--- src/sv/lcp_pkg.sv ---
// ----------------------------------------------------------------------------
// lcp_pkg: shared definitions for the LRU cache with pinning
// Action, status and register codes, defaults and saturating size helpers.
// ----------------------------------------------------------------------------
package lcp_pkg;

    localparam int ENTRIES_DEF   = 16;
    localparam int LOCK_BITS_DEF = 8;
    localparam logic [31:0] BUDGET_RESET = 32'd128;

    typedef enum logic [2:0] {
        ACT_ACCESS  = 3'd0,
        ACT_RELEASE = 3'd1,
        ACT_LOCK    = 3'd2,
        ACT_UNLOCK  = 3'd3,
        ACT_RESIZE  = 3'd4
    } t_action;

    localparam logic [1:0] ST_DONE    = 2'd0;
    localparam logic [1:0] ST_IGNORED = 2'd1;
    localparam logic [1:0] ST_NOSLOT  = 2'd2;

    localparam logic CFG_BUDGET = 1'b0;
    localparam logic CFG_MAX    = 1'b1;

    function automatic logic [31:0] sat_add32(input logic [31:0] a, input logic [31:0] b);
        logic [32:0] s;
        s = {1'b0, a} + {1'b0, b};
        return s[32] ? 32'hFFFF_FFFF : s[31:0];
    endfunction

    function automatic logic [31:0] sat_sub32(input logic [31:0] a, input logic [31:0] b);
        return (a >= b) ? (a - b) : 32'd0;
    endfunction

endpackage

--- src/sv/lcp_ram.sv ---
// ----------------------------------------------------------------------------
// lcp_ram: generic simple dual-port RAM
// One write port, one read port, read data registered.
// ----------------------------------------------------------------------------
module lcp_ram #(
    parameter int WIDTH = 8,
    parameter int DEPTH = 16
) (
    input  logic                     i_clk,
    input  logic                     i_we,
    input  logic [$clog2(DEPTH)-1:0] i_waddr,
    input  logic [WIDTH-1:0]         i_wdata,
    input  logic [$clog2(DEPTH)-1:0] i_raddr,
    output logic [WIDTH-1:0]         o_rdata
);

    logic [WIDTH-1:0] mem [DEPTH];

    always_ff @(posedge i_clk) begin
        if (i_we) begin
            mem[i_waddr] <= i_wdata;
        end
        o_rdata <= mem[i_raddr];
    end

endmodule

--- src/sv/lru_cache_with_pinning_unit.sv ---
// ----------------------------------------------------------------------------
// lru_cache_with_pinning_unit: LRU table of keyed entries with lock counts
// Entries live in one RAM; operations work by chains of sweeps over it.
// ----------------------------------------------------------------------------
// Usage:
//   s_axis carries one command item (tuser = action). m_axis returns one
//   item per evicted entry (tuser = 1) followed by a closing item with
//   tlast set that carries hit, lock state and status. The cfg channel
//   writes size_budget (index 0) or max_entries (index 1); it is always
//   ready; the user writes it only while the unit is idle (not enforced).
// Timing:
//   Items are handled one at a time. Each RAM sweep issues one read per
//   cycle for every entry, then handles the registered read data and closes.
//   A lookup item takes one sweep for the key search plus, on a hit that
//   changes the table, one update sweep. Each eviction step adds a find
//   sweep and, when the entry is dropped, a rank update sweep; a miss
//   adds an insert sweep. Output stalls add to the time taken.
// Reset:
//   Synchronous, active low; all valid bits, size total and count clear,
//   budget returns to 128, limit to 0. RAM contents are not cleared.
// Stall:
//   A result waits in the output register; the unit holds until it goes.
// ----------------------------------------------------------------------------
module lru_cache_with_pinning_unit
    import lcp_pkg::*;
#(
    parameter int ENTRIES   = ENTRIES_DEF,
    parameter int LOCK_BITS = LOCK_BITS_DEF
) (
    input  logic        i_clk,
    input  logic        i_rst_n,
    // command items
    input  logic        s_axis_tvalid,
    output logic        s_axis_tready,
    // tdata: key[31:0], active[32], load_size[48:33], size_change[64:49]
    input  logic [71:0] s_axis_tdata,
    // tuser: action[2:0]
    input  logic [2:0]  s_axis_tuser,
    // result items
    output logic        m_axis_tvalid,
    input  logic        m_axis_tready,
    // tdata: evicted_key[31:0], hit[32], is_locked[33], status[35:34]
    output logic [39:0] m_axis_tdata,
    // tuser: is_eviction[0]
    output logic        m_axis_tuser,
    output logic        m_axis_tlast,
    // configuration writes
    input  logic        i_cfg_valid,
    output logic        o_cfg_ready,
    input  logic        i_cfg_index,
    input  logic [31:0] i_cfg_data
);

    localparam int IW   = $clog2(ENTRIES);
    localparam int CW   = $clog2(ENTRIES + 1);
    localparam int SW   = IW + 1;
    localparam int CMPW = ((CW > 5) ? CW : 5) + 1;
    localparam int WW   = 48 + LOCK_BITS + IW;
    localparam logic [LOCK_BITS-1:0] LOCK_MAX = {LOCK_BITS{1'b1}};

    typedef enum logic [2:0] {
        S_IDLE, S_SWEEP, S_DISPATCH, S_EVAL, S_EMIT, S_INS, S_FIN
    } t_state;

    typedef enum logic [2:0] {
        K_SEARCH, K_FIND, K_MOVE, K_DROP, K_INSERT, K_LOCK
    } t_kind;

    t_state r_state;
    t_kind  r_kind;

    // latched command
    logic [2:0]  r_action;
    logic [31:0] r_key;
    logic        r_active;
    logic [15:0] r_load;
    logic [15:0] r_delta;

    // table-wide state
    logic [ENTRIES-1:0] r_valid;
    logic [31:0]        r_total;
    logic [CW-1:0]      r_count;
    logic [31:0]        r_budget;
    logic [4:0]         r_max;

    // sweep control
    logic [SW-1:0] r_scnt;
    logic          r_pvld;
    logic [IW-1:0] r_pidx;

    // entry found by the last search or find sweep
    logic                 r_found;
    logic [IW-1:0]        r_fidx;
    logic [IW-1:0]        r_frank;
    logic [LOCK_BITS-1:0] r_flock;
    logic [15:0]          r_fsize;
    logic [31:0]          r_fkey;

    // eviction pass
    logic          r_in_pass;
    logic          r_reserve;
    logic [CW-1:0] r_skip;
    logic [IW-1:0] r_trank;

    // closing result
    logic       r_hit;
    logic       r_locked;
    logic [1:0] r_status;

    // output register
    logic        r_out_valid;
    logic [39:0] r_out_data;
    logic        r_out_user;
    logic        r_out_last;

    // RAM ports
    logic [WW-1:0] rdata, wdata;
    logic          we;

    logic [31:0]          rd_key;
    logic [15:0]          rd_size;
    logic [LOCK_BITS-1:0] rd_lock;
    logic [IW-1:0]        rd_rank;
    logic [IW-1:0]        w_rank;
    logic [LOCK_BITS-1:0] w_lock;
    logic [15:0]          w_size;
    logic [31:0]          w_key;

    logic          issue, sweep_done, pv, out_free, over, out_load;
    logic          free_any;
    logic [IW-1:0] free_idx;
    logic [LOCK_BITS-1:0] lock_up, lock_dn;
    logic [15:0]   delta_mag;

    assign s_axis_tready = (r_state == S_IDLE);
    assign o_cfg_ready   = 1'b1;
    assign m_axis_tvalid = r_out_valid;
    assign m_axis_tdata  = r_out_data;
    assign m_axis_tuser  = r_out_user;
    assign m_axis_tlast  = r_out_last;

    assign {rd_rank, rd_lock, rd_size, rd_key} = rdata;
    assign wdata = {w_rank, w_lock, w_size, w_key};

    assign issue      = (r_state == S_SWEEP) && (r_scnt < SW'(ENTRIES));
    assign sweep_done = (r_state == S_SWEEP) && (r_scnt == SW'(ENTRIES)) && !r_pvld;
    assign pv         = r_pvld && r_valid[r_pidx];
    assign out_free   = !r_out_valid || m_axis_tready;
    // output register reloads this cycle
    assign out_load   = ((r_state == S_EMIT) || (r_state == S_FIN)) && out_free;

    // eviction keeps going while at or over budget or at the count limit
    assign over = (r_total >= r_budget) ||
                  ((r_max != 5'd0) &&
                   ((CMPW'(r_count) + CMPW'(r_reserve)) >= CMPW'(r_max)));

    assign lock_up   = (r_flock == LOCK_MAX) ? r_flock : r_flock + 1'b1;
    assign lock_dn   = (r_flock == '0) ? r_flock : r_flock - 1'b1;
    assign delta_mag = ~r_delta + 16'd1;

    lcp_ram #(.WIDTH(WW), .DEPTH(ENTRIES)) u_ram (
        .i_clk   (i_clk),
        .i_we    (we),
        .i_waddr (r_pidx),
        .i_wdata (wdata),
        .i_raddr (r_scnt[IW-1:0]),
        .o_rdata (rdata)
    );

    // lowest free slot
    always_comb begin
        free_any = 1'b0;
        free_idx = '0;
        for (int i = ENTRIES - 1; i >= 0; i--) begin
            if (!r_valid[i]) begin
                free_any = 1'b1;
                free_idx = IW'(i);
            end
        end
    end

    // read-modify-write of the entry just read
    always_comb begin
        we     = 1'b0;
        w_rank = rd_rank;
        w_lock = rd_lock;
        w_size = rd_size;
        w_key  = rd_key;
        unique case (r_kind)
            K_SEARCH, K_FIND: begin
                we = 1'b0;
            end
            K_MOVE: begin
                we = pv;
                if (r_pidx == r_fidx) begin
                    w_rank = '0;
                end else if (rd_rank < r_frank) begin
                    w_rank = rd_rank + 1'b1;
                end
            end
            K_DROP: begin
                we     = pv && (rd_rank > r_frank);
                w_rank = rd_rank - 1'b1;
            end
            K_INSERT: begin
                if (r_pvld && (r_pidx == r_fidx)) begin
                    we     = 1'b1;
                    w_rank = '0;
                    w_lock = '0;
                    w_size = r_load;
                    w_key  = r_key;
                end else begin
                    we     = pv;
                    w_rank = rd_rank + 1'b1;
                end
            end
            K_LOCK: begin
                we     = r_pvld && (r_pidx == r_fidx);
                w_lock = r_flock;
            end
            default: we = 1'b0;
        endcase
    end

    always_ff @(posedge i_clk) begin
        if (!i_rst_n) begin
            r_state     <= S_IDLE;
            r_kind      <= K_SEARCH;
            r_valid     <= '0;
            r_total     <= '0;
            r_count     <= '0;
            r_budget    <= BUDGET_RESET;
            r_max       <= '0;
            r_scnt      <= '0;
            r_pvld      <= 1'b0;
            r_out_valid <= 1'b0;
        end else begin
            if (i_cfg_valid) begin
                unique case (i_cfg_index)
                    CFG_BUDGET: r_budget <= i_cfg_data;
                    CFG_MAX:    r_max    <= i_cfg_data[4:0];
                endcase
            end

            if (r_out_valid && m_axis_tready && !out_load) begin
                r_out_valid <= 1'b0;
            end

            unique case (r_state)
                S_IDLE: begin
                    if (s_axis_tvalid) begin
                        r_action  <= s_axis_tuser;
                        r_key     <= s_axis_tdata[31:0];
                        r_active  <= s_axis_tdata[32];
                        r_load    <= s_axis_tdata[48:33];
                        r_delta   <= s_axis_tdata[64:49];
                        r_hit     <= 1'b0;
                        r_locked  <= 1'b0;
                        r_status  <= ST_IGNORED;
                        r_skip    <= '0;
                        r_in_pass <= 1'b0;
                        r_reserve <= 1'b0;
                        if (s_axis_tuser <= ACT_UNLOCK) begin
                            r_kind  <= K_SEARCH;
                            r_scnt  <= '0;
                            r_pvld  <= 1'b0;
                            r_state <= S_SWEEP;
                        end else begin
                            r_state <= S_DISPATCH;
                        end
                    end
                end

                S_SWEEP: begin
                    if (issue) begin
                        r_scnt <= r_scnt + 1'b1;
                    end
                    r_pvld <= issue;
                    r_pidx <= r_scnt[IW-1:0];
                    if (pv && (((r_kind == K_SEARCH) && (rd_key == r_key)) ||
                               ((r_kind == K_FIND) && (rd_rank == r_trank)))) begin
                        r_hit   <= (r_kind == K_SEARCH) ? 1'b1 : r_hit;
                        r_found <= 1'b1;
                        r_fidx  <= r_pidx;
                        r_frank <= rd_rank;
                        r_flock <= rd_lock;
                        r_fsize <= rd_size;
                        r_fkey  <= rd_key;
                    end
                    if (sweep_done) begin
                        unique case (r_kind)
                            K_SEARCH: r_state <= S_DISPATCH;
                            K_FIND: begin
                                if (!r_found) begin
                                    r_state <= (r_action == ACT_ACCESS) ? S_INS : S_FIN;
                                end else if (r_flock == '0) begin
                                    r_state <= S_EMIT;
                                end else begin
                                    r_skip  <= r_skip + 1'b1;
                                    r_state <= S_EVAL;
                                end
                            end
                            K_DROP:  r_state <= r_in_pass ? S_EVAL : S_FIN;
                            K_MOVE, K_INSERT, K_LOCK: r_state <= S_FIN;
                            default: r_state <= S_FIN;
                        endcase
                    end
                end

                S_DISPATCH: begin
                    // lock state after the step, unless changed below
                    r_locked <= r_hit && (r_flock != '0);
                    r_scnt   <= '0;
                    r_pvld   <= 1'b0;
                    unique case (r_action)
                        ACT_ACCESS: begin
                            if (!r_active) begin
                                r_state <= S_FIN;
                            end else if (r_hit) begin
                                r_status <= ST_DONE;
                                r_kind   <= K_MOVE;
                                r_state  <= S_SWEEP;
                            end else begin
                                r_in_pass <= 1'b1;
                                r_reserve <= (r_max != 5'd0);
                                r_state   <= S_EVAL;
                            end
                        end
                        ACT_RELEASE: begin
                            if (r_active && r_hit && (r_flock == '0)) begin
                                r_status <= ST_DONE;
                                r_fkey   <= r_key;
                                r_locked <= 1'b0;
                                r_state  <= S_EMIT;
                            end else begin
                                r_state <= S_FIN;
                            end
                        end
                        ACT_LOCK, ACT_UNLOCK: begin
                            if (r_hit) begin
                                r_status <= ST_DONE;
                                r_flock  <= (r_action == ACT_LOCK) ? lock_up : lock_dn;
                                r_locked <= (r_action == ACT_LOCK) ? (lock_up != '0)
                                                                   : (lock_dn != '0);
                                r_kind   <= K_LOCK;
                                r_state  <= S_SWEEP;
                            end else begin
                                r_state <= S_FIN;
                            end
                        end
                        ACT_RESIZE: begin
                            r_total   <= r_delta[15] ? sat_sub32(r_total, 32'(delta_mag))
                                                     : sat_add32(r_total, 32'(r_delta));
                            r_status  <= ST_DONE;
                            r_in_pass <= 1'b1;
                            r_state   <= S_EVAL;
                        end
                        default: r_state <= S_FIN;
                    endcase
                end

                S_EVAL: begin
                    if (over && (r_count > r_skip)) begin
                        // oldest entry not yet skipped
                        r_trank <= IW'(r_count - 1'b1 - r_skip);
                        r_found <= 1'b0;
                        r_kind  <= K_FIND;
                        r_scnt  <= '0;
                        r_pvld  <= 1'b0;
                        r_state <= S_SWEEP;
                    end else begin
                        r_state <= (r_action == ACT_ACCESS) ? S_INS : S_FIN;
                    end
                end

                S_EMIT: begin
                    if (out_free) begin
                        r_out_valid <= 1'b1;
                        r_out_data  <= {4'd0, 2'd0, 1'b0, 1'b0, r_fkey};
                        r_out_user  <= 1'b1;
                        r_out_last  <= 1'b0;
                        r_valid[r_fidx] <= 1'b0;
                        r_count <= r_count - 1'b1;
                        r_total <= sat_sub32(r_total, 32'(r_fsize));
                        r_kind  <= K_DROP;
                        r_scnt  <= '0;
                        r_pvld  <= 1'b0;
                        r_state <= S_SWEEP;
                    end
                end

                S_INS: begin
                    if (!free_any) begin
                        r_status <= ST_NOSLOT;
                        r_state  <= S_FIN;
                    end else begin
                        r_status  <= ST_DONE;
                        r_fidx    <= free_idx;
                        r_valid[free_idx] <= 1'b1;
                        r_count   <= r_count + 1'b1;
                        r_total   <= sat_add32(r_total, 32'(r_load));
                        r_kind    <= K_INSERT;
                        r_scnt    <= '0;
                        r_pvld    <= 1'b0;
                        r_state   <= S_SWEEP;
                    end
                end

                S_FIN: begin
                    if (out_free) begin
                        r_out_valid <= 1'b1;
                        r_out_data  <= {4'd0, r_status, r_locked, r_hit, 32'd0};
                        r_out_user  <= 1'b0;
                        r_out_last  <= 1'b1;
                        r_state     <= S_IDLE;
                    end
                end

                default: r_state <= S_IDLE;
            endcase
        end
    end

endmodule
--- config.mk ---
export PLATFORM = sky130hd
export DESIGN_NAME = lru_cache_with_pinning_unit
export DESIGN_NICKNAME = d
export VERILOG_FILES = /design/src/sv/lcp_pkg.sv /design/src/sv/lcp_ram.sv /design/src/sv/lru_cache_with_pinning_unit.sv
export SDC_FILE = /design/constraint.sdc
export NUM_CORES = 2
export LEC_CHECK = 0
export BUFFER_PORTS_ARGS = -buffer_cell sky130_fd_sc_hd__buf_2
export CORE_MARGIN = 3
export CORE_UTILIZATION = 40
export CTS_CLUSTER_DIAMETER = 200
export DETAILED_ROUTE_END_ITERATION = 10
export PLACE_DENSITY_LB_ADDON = 0.3
export RECOVER_POWER = 50
export SLEW_MARGIN = 25
export SYNTH_ARGS = -nofsm -noshare
export SYNTH_HDL_FRONTEND = slang
export SYNTH_SLANG_ARGS = --single-unit
--- constraint.sdc ---
create_clock -name i_clk -period 7.4 [get_ports i_clk]
set_clock_uncertainty 0.2 [all_clocks]
set_input_delay 1.11 -clock i_clk [delete_from_list [all_inputs] [get_ports i_clk]]
set_output_delay 1.11 -clock i_clk [all_outputs]
set_load 0.01 [all_outputs]
* After elaboration in Yosys (flattened, before gate mapping) *
Memory sizes are Yosys's and may differ from the RTL's. A register that Yosys moved wholly into a read port is not among the register bits.
Index checks and enable logic that the tools add are counted.

storage, ports and cells
  memories = 1
  bits in writable memories = 960
  logic and storage cells = 349
  output and inout port bits = 45
  bits in registers = 297
  input port bits = 113

memory list
  memory     words  width  read ports  clocked after Yosys merged registers in  wr ports  RTL line       source
  u_ram.mem  16     60     1           1                                        1         lcp_ram.sv:17  logic [WIDTH-1:0] mem [DEPTH];

operators by class
  bitwise logic cells = 5
  reduce and logical (&&, ||, !) cells = 70
  add/sub/neg operators = 15
  equal/unequal tests = 49
  $lt $le $gt $ge = 14
  multiplexer cells = 163

operators by type and width
  cell                                              count
  32-bit 2-to-1 mux                                 13
  32-bit case mux with 3 select lines               1
  4-bit 2-to-1 mux                                  21
  40-bit 2-to-1 mux                                 2
  40-bit case mux with 2 select lines               1
  32-bit by 16-bit adder with 33-bit output         2
  5-bit 2-to-1 mux                                  13
  32-bit by 16-bit >= comparator with 1-bit output  2
  16-bit 2-to-1 mux                                 4
  32-bit case mux with 2 select lines               1
  32-bit by 16-bit subtractor with 32-bit output    2
  3-bit 2-to-1 mux                                  19
  8-bit 2-to-1 mux                                  7
  1-bit 2-to-1 mux                                  43
  32-bit equality test                              1
  32-bit >= comparator                              1
  16-bit inverter                                   2
  16-bit case mux with 2 select lines               1
  8-bit case mux with 2 select lines                2
  2-bit != test, second input constant              15
  5-bit case mux with 6 select lines                1
  6-bit AND reduction                               4
  8-bit nonzero test                                3
  3-bit case mux with 7 select lines                1
  61 further kinds                                  154

* Depth between registers and ports, before layout *
  word-level depth = 23
  depth in mapped cells = 17
  depth with buffers taken out = 16

* Hierarchy *
Synthesis repeated with hierarchy kept, for this count alone.

unflattened totals
  cells, all modules = 3810
  area, all modules = 57227.4 sq um

by module, submodules not included
  module                       sequential area each (sq um)  area an instance (sq um)  cells each  instances
  lcp_ram                      30028.8                       37106.8                   1548        1
  lru_cache_with_pinning_unit  7767.4                        20120.5                   2262        1

* Worst setup path after synthesis *
No wires, ideal clock.

  path type = register -> register
  start point = register r_pidx[1]
  end point = memory u_ram.mem[0][0] in the netlist's numbering, enable pin
  buffers on the path = 1
  data arrival time = 6394 ps
  cell stages (with the launch flop) = 9
  slack = 241 ps
  data required time = 6636 ps
  clock period less this slack = 7159 ps
  cell sequence = edfxtp_1 > clkbuf_1 > xor2_1 > nor4_1 > nand2_1 > o22ai_1 > nor2b_1 > nor2b_1 > nor3b_1

on the way
  word-level cells in the longest chain between the ends = 7
  elaborated cells on any way between the ends = 10

ends and longest elaborated chain
  element                                                RTL line                                                                source
  from (decl)                                            lru_cache_with_pinning_unit.sv:89                                       logic [IW-1:0] r_pidx;
  from (signal assigned)                                 lru_cache_with_pinning_unit.sv:279                                      r_pidx <= r_scnt[IW-1:0];
  1-bit binary-select mux with 4-bit select              lru_cache_with_pinning_unit.sv:147                                      assign pv = r_pvld && r_valid[r_pidx];
  1-bit 2-to-1 mux (implied by the code)                 lru_cache_with_pinning_unit.sv:147
  1-bit logical AND                                      lru_cache_with_pinning_unit.sv:147
  1-bit 2-to-1 mux or 1-bit logical AND (tied branches)  lru_cache_with_pinning_unit.sv:206, lru_cache_with_pinning_unit.sv:202
  1-bit case mux with 4 select lines                     lru_cache_with_pinning_unit.sv:189                                      unique case (r_kind)
  1-bit 2-to-1 mux                                       lcp_ram.sv:20                                                           if (i_we) begin
  1-bit 2-to-1 mux (implied by the code)                 lcp_ram.sv:21                                                           mem[i_waddr] <= i_wdata;
  to (decl)                                              lcp_ram.sv:17

Parallel ways exist; a longest one is shown, timed or not. The select of a mux whose other input is x is not followed.

* Worst setup path in the final report *
  start point = input port i_rst_n
  end point = register r_out_data[18], in the netlist m_axis_tdata[18], enable pin

on the way
  word-level cells in the longest chain between the ends = 1

ends and longest elaborated chain
  element                        RTL line                            source
  from (decl)                    lru_cache_with_pinning_unit.sv:31   input logic i_rst_n,
  4-bit AND reduction (no line)  n/a
  to (signal assigned)           lru_cache_with_pinning_unit.sv:379  r_out_data <= {4'd0, 2'd0, 1'b0, 1'b0, r_fkey};
  to (signal assigned)           lru_cache_with_pinning_unit.sv:412  r_out_data <= {4'd0, r_status, r_locked, r_hit, 32'd0};
  to (decl)                      lru_cache_with_pinning_unit.sv:112  logic [39:0] r_out_data;

Every way passes these cells.
A chain may end at the register's enable or synchronous reset.

==> metrics list <==
* Final setup TNS: 0 ps
- The checks that failed: max-capacitance violations, max-slew violations.
- Clock sink total: 1313
- The die covers 148100 um2.
* Top post-synthesis cells by area: sky130_fd_sc_hd__edfxtp_1 (60%), sky130_fd_sc_hd__mux4_2 (12%), sky130_fd_sc_hd__dfxtp_1 (5.7%)
* Critical Path, Cell by Cell: clkbuf_1 -> clkbuf_1 -> and3_1 -> clkbuf_1
- The tool flagged a number of max-cap violations equal to 16.
- Number of setup buffers added after CTS: 0
- Leftover overflow at the end of global routing: 0
- Final setup violation count: 0
* Worst-margin pin slew: 4317 ps
- Fill cells in the final layout number 12200.
- Initial drt markers: 3343
* Pre-Repair DR Iteration Count: 8
- Multi-input combinational cell area: 18590 um2
- The worst register-to-register path has a depth of 5.
- Post-Synthesis Mean Instance Area: 15.51 um2
- P_sw: 6.536 mW
* Crit Path Category: primary input to flip-flop
- Proportion of synthesized chip area in sequential cells: 0.6583
* Hold violation count in the final report: 0
* Worst Setup Start Kind: primary input
- Register area: 37810 um2
- Standard cell core area: 142100 um2
* Distinct cell type count after synthesis: 88
* Leakage power: 21.44 nW
- Setup slack closes at 1498 ps.
- Final Cycle Share: 0.7976
* Final routed wirelength across all metal layers: 144.5 mm
- In this run the worst path has a maximum fanout of 34.
* Pre-CTS WS: 2189 ps
- Die height: 384.9 um
* Top cell type's share of synthesized area: 0.6014
- The initial utilization of the core area, before any placement, comes to 0.4041.
* Kind of cell adding the most delay to the critical path: buffers and inverters
- Antenna violations before repair: 4
- In this run, CTS created clock tree buffers numbering 140.
- Dividing total power by cell area gives a power density of 333.0 nW/um2.
- Entering global routing, the biggest net connects 145 pins.
- CP Depth: 4
- TritonCTS built the clock tree.
- Required time at the endpoint of the critical path: 7520 ps
- Tightest slew margin relative to the limit: -1.878
* Top flip-flop cell by instance count after synthesis: sky130_fd_sc_hd__edfxtp_1
- Via count: 33820
- Depth of the CTS H-tree: 4
- Clock-pin slew was measured on the worst setup and hold paths at 60 ps.
- For this run, design rule violations remaining after detail routing come to 0.
- Min-delay worst type: flip-flop to flip-flop
- In this design, the stage delay of the slowest critical-path cell is 1880 ps.
- Total placed instance area: 60660 um2
- Buffers and inverters on the worst path: 3
* Maximum operating frequency: 169.4 MHz
- IR analysis of the VDD net gives a maximum drop of 0.2295 mV.
* Combinational family with the most area after synthesis: multiplexers
- Compared with the post-synthesis result, the final layout area differs by 13.37%.
- Result of the run: finished, violations left
- The finished cells cover 65090 um2.
* Basic-gate share of the synthesized area counting and, or, nand and nor cells: 0.07063
* Fin nets: 4122
* Max Slew Vio Count: 836
- The count of buffers added on input and output ports is 145.
- Counting instances, the worst hold path has a depth of 0.
* Row Count: 138
- Count of warnings emitted by yosys: 0
* Later-pin clock latency in the skew report: 760 ps
* Vias per cell: 5.745
- Measured along the x axis, the die boundary spans 384.9 um.
* Clock root buffer: sky130_fd_sc_hd__clkbuf_16
- Mux contribution to synthesized area: 0.1308
- Fraction of power consumed by the clock network: 0.322
* Crit path capture type: flip-flop
- Placer's final routability congestion estimate: 0.9173
- The most numerous cell type found on the critical path is sky130_fd_sc_hd__clkbuf_1.
- Of the total power, combinational logic draws 0.244.
- Once detailed placement completed, the half-perimeter wirelength came to 87.98 mm.
* Post-layout minimum cycle time: 5902 ps
- Routed wirelength normalized by instance count: 24.54 um
* Area fraction in compound gates after synthesis: 0.06860
- EDFF count, synth: 1150
- Adder and majority cell fraction of the synthesized area: 0.02920
* Share of synthesized flip-flops with an asynchronous set or reset: 0
* Library cell contributing the largest single delay on the critical path: sky130_fd_sc_hd__clkbuf_1
- Sequential power share: 0.434
- Yosys top cell by area: sky130_fd_sc_hd__edfxtp_1
- Xor/xnor cell area share of the yosys netlist: 0.02166
- Internal power component: 15.14 mW
- Of the cells placed in the final design, the portion with a size suffix greater than 1 is 0.1764.
- Number of global-route vias before repair: 33390
- 158 I/O pins were placed.
* Number of instances resized during post-cts repair: 0
* Net Sw Frac: 0.3016
* Total standard cell area after synthesis: 57420 um2
- Maximum root-to-sink buffer count: 3
- Data arrives at the worst endpoint at 6020 ps.
- Routed Antenna Nets: 0
- The first global-routing pass estimated 216.6 mm of wire.
- Antenna fix cells: 0
* Global-route usage over all layers: 0.1945
- Number of cells produced by synthesis: 3701
- The synthesized design contains 1313 register bits.
- Unrepaired setup endpoints after global routing: false
- Hold repair after CTS inserted 0 buffers.
==> through the flow <==
step,instances,power (mW),utilization,hold slack [ps]
finish,5886,21.67,0.4581,219.6
global route,5886,22.75,0.4581,234.7
CTS,5885,21.73,0.4593,224.9
detailed placement,5625,14.72,0.4269,209.2
global placement,5618,14.67,0.4257,206.8
floorplan,3704,13.17,-,202.7
==> metal layers <==
layer	routed length (um)	vias up	global-route usage
li1	-	14900	-
met1	64750	17400	0.2856
met2	66490	1290	0.3002
met3	10120	223	0.03623
met4	3074	4	0.04758
met5	34	-	0
==> cell usage in the layout, fill, tap and decap left out, types with 30 or more instances in the layout <==
cell type                   synthesis  layout
sky130_fd_sc_hd__xor2_1            73      73
sky130_fd_sc_hd__inv_1            111     112
sky130_fd_sc_hd__and2_0             1      30
sky130_fd_sc_hd__mux2_1             0      44
sky130_fd_sc_hd__dfxtp_1          163     160
sky130_fd_sc_hd__clkbuf_1         140     125
sky130_fd_sc_hd__ha_1             126     126
sky130_fd_sc_hd__edfxtp_1        1150    1150
sky130_fd_sc_hd__nand3_1           71      71
sky130_fd_sc_hd__nor2_1           134     126
sky130_fd_sc_hd__buf_2             19      88
sky130_fd_sc_hd__a21o_1            43      43
sky130_fd_sc_hd__nand2_1          329     328
sky130_fd_sc_hd__buf_4              7      46
sky130_fd_sc_hd__clkbuf_16          0     143
sky130_fd_sc_hd__mux4_2           305     305
sky130_fd_sc_hd__nand4_1           36      36
sky130_fd_sc_hd__a31oi_1           44      44
sky130_fd_sc_hd__a21oi_1          174     172
sky130_fd_sc_hd__xnor2_1           69      69
sky130_fd_sc_hd__o21ai_0          114     115
sky130_fd_sc_hd__nor3_1            52      49
==> final cells by class <==
type                    instances  share of cell area
well taps                    1890             0.03633
inverters                     114            0.006574
clock buffers                 209             0.06093
flip-flops and latches       1313              0.5808
multi-input cells            2088              0.2857
repair buffers                221             0.01988
clock inverters                51            0.009803
==> registers in the layout, summed over array words and instances, names as in the netlist, 8 cells and up <==
signal,cells
r_total,32
r_fsize,16
r_key,32
r_delta,16
r_load,16
r_budget,32
m_axis_tdata,36
r_flock,8
r_fkey,32
u_ram.mem,960
u_ram.o_rdata,60
r_valid,16
==> kinds of logic (layout without fill, tap and decap cells) <==
logic type / after synthesis / after routing
flops: 1313 / 1313
other cells: 2 / 5
fa+ha+maj: 131 / 131
compound gates: 605 / 605
buf+inv: 303 / 595
mux: 363 / 363
xor+xnor: 142 / 142
simple gates: 842 / 842
==> power by group through the flow <==
stage	Combinational [mW]	Clock (mW)	Sequential (mW)
after floorplan	3.97	0	9.19
after global placement	5.13	0	9.54
after detailed placement	5.18	0	9.54
after CTS	5.21	7.13	9.39
after global routing	5.86	7.43	9.45
final	5.29	6.97	9.41
==> synth_stat cells (11+ instances only) <==
cell type                  count
sky130_fd_sc_hd__a211oi_1     27
sky130_fd_sc_hd__a21o_1       43
sky130_fd_sc_hd__a21oi_1     174
sky130_fd_sc_hd__a221oi_1     11
sky130_fd_sc_hd__a31oi_1      44
sky130_fd_sc_hd__and2_1       53
sky130_fd_sc_hd__and3_1       28
sky130_fd_sc_hd__buf_1        23
sky130_fd_sc_hd__buf_2        19
sky130_fd_sc_hd__clkbuf_1    140
sky130_fd_sc_hd__dfxtp_1     163
sky130_fd_sc_hd__edfxtp_1   1150
sky130_fd_sc_hd__ha_1        126
sky130_fd_sc_hd__inv_1       111
sky130_fd_sc_hd__mux2_2       50
sky130_fd_sc_hd__mux4_2      305
sky130_fd_sc_hd__nand2_1     329
sky130_fd_sc_hd__nand2b_1     30
sky130_fd_sc_hd__nand3_1      71
sky130_fd_sc_hd__nand4_1      36
sky130_fd_sc_hd__nor2_1      134
sky130_fd_sc_hd__nor2b_1      26
sky130_fd_sc_hd__nor3_1       52
sky130_fd_sc_hd__nor4_1       21
sky130_fd_sc_hd__o211ai_1     26
sky130_fd_sc_hd__o21a_1       12
sky130_fd_sc_hd__o21ai_0     114
sky130_fd_sc_hd__o21ai_1      14
sky130_fd_sc_hd__o21bai_1     12
sky130_fd_sc_hd__o22ai_1      13
sky130_fd_sc_hd__or3_1        19
sky130_fd_sc_hd__xnor2_1      69
sky130_fd_sc_hd__xor2_1       73
==> path summary, 6_finish.rpt <==
| kind | start | endpoint | slack [ps] |
|---|---|---|---|
| worst max-delay path | i_rst_n | m_axis_tdata[18]$_SDFFCE_PP0P_ | 1500 |
| worst min register to register | u_ram.o_rdata[44]$_DFF_P_ | r_fsize[12]$_DFFE_PP_ | 220 |
| worst max register to register | r_scnt[1]$_SDFFE_PN0P_ | r_skip[3]$_SDFFCE_PN0P_ | 1610 |
| worst min-delay path | u_ram.o_rdata[44]$_DFF_P_ | r_fsize[12]$_DFFE_PP_ | 220 |
Power figures use the tool's default switching activity.
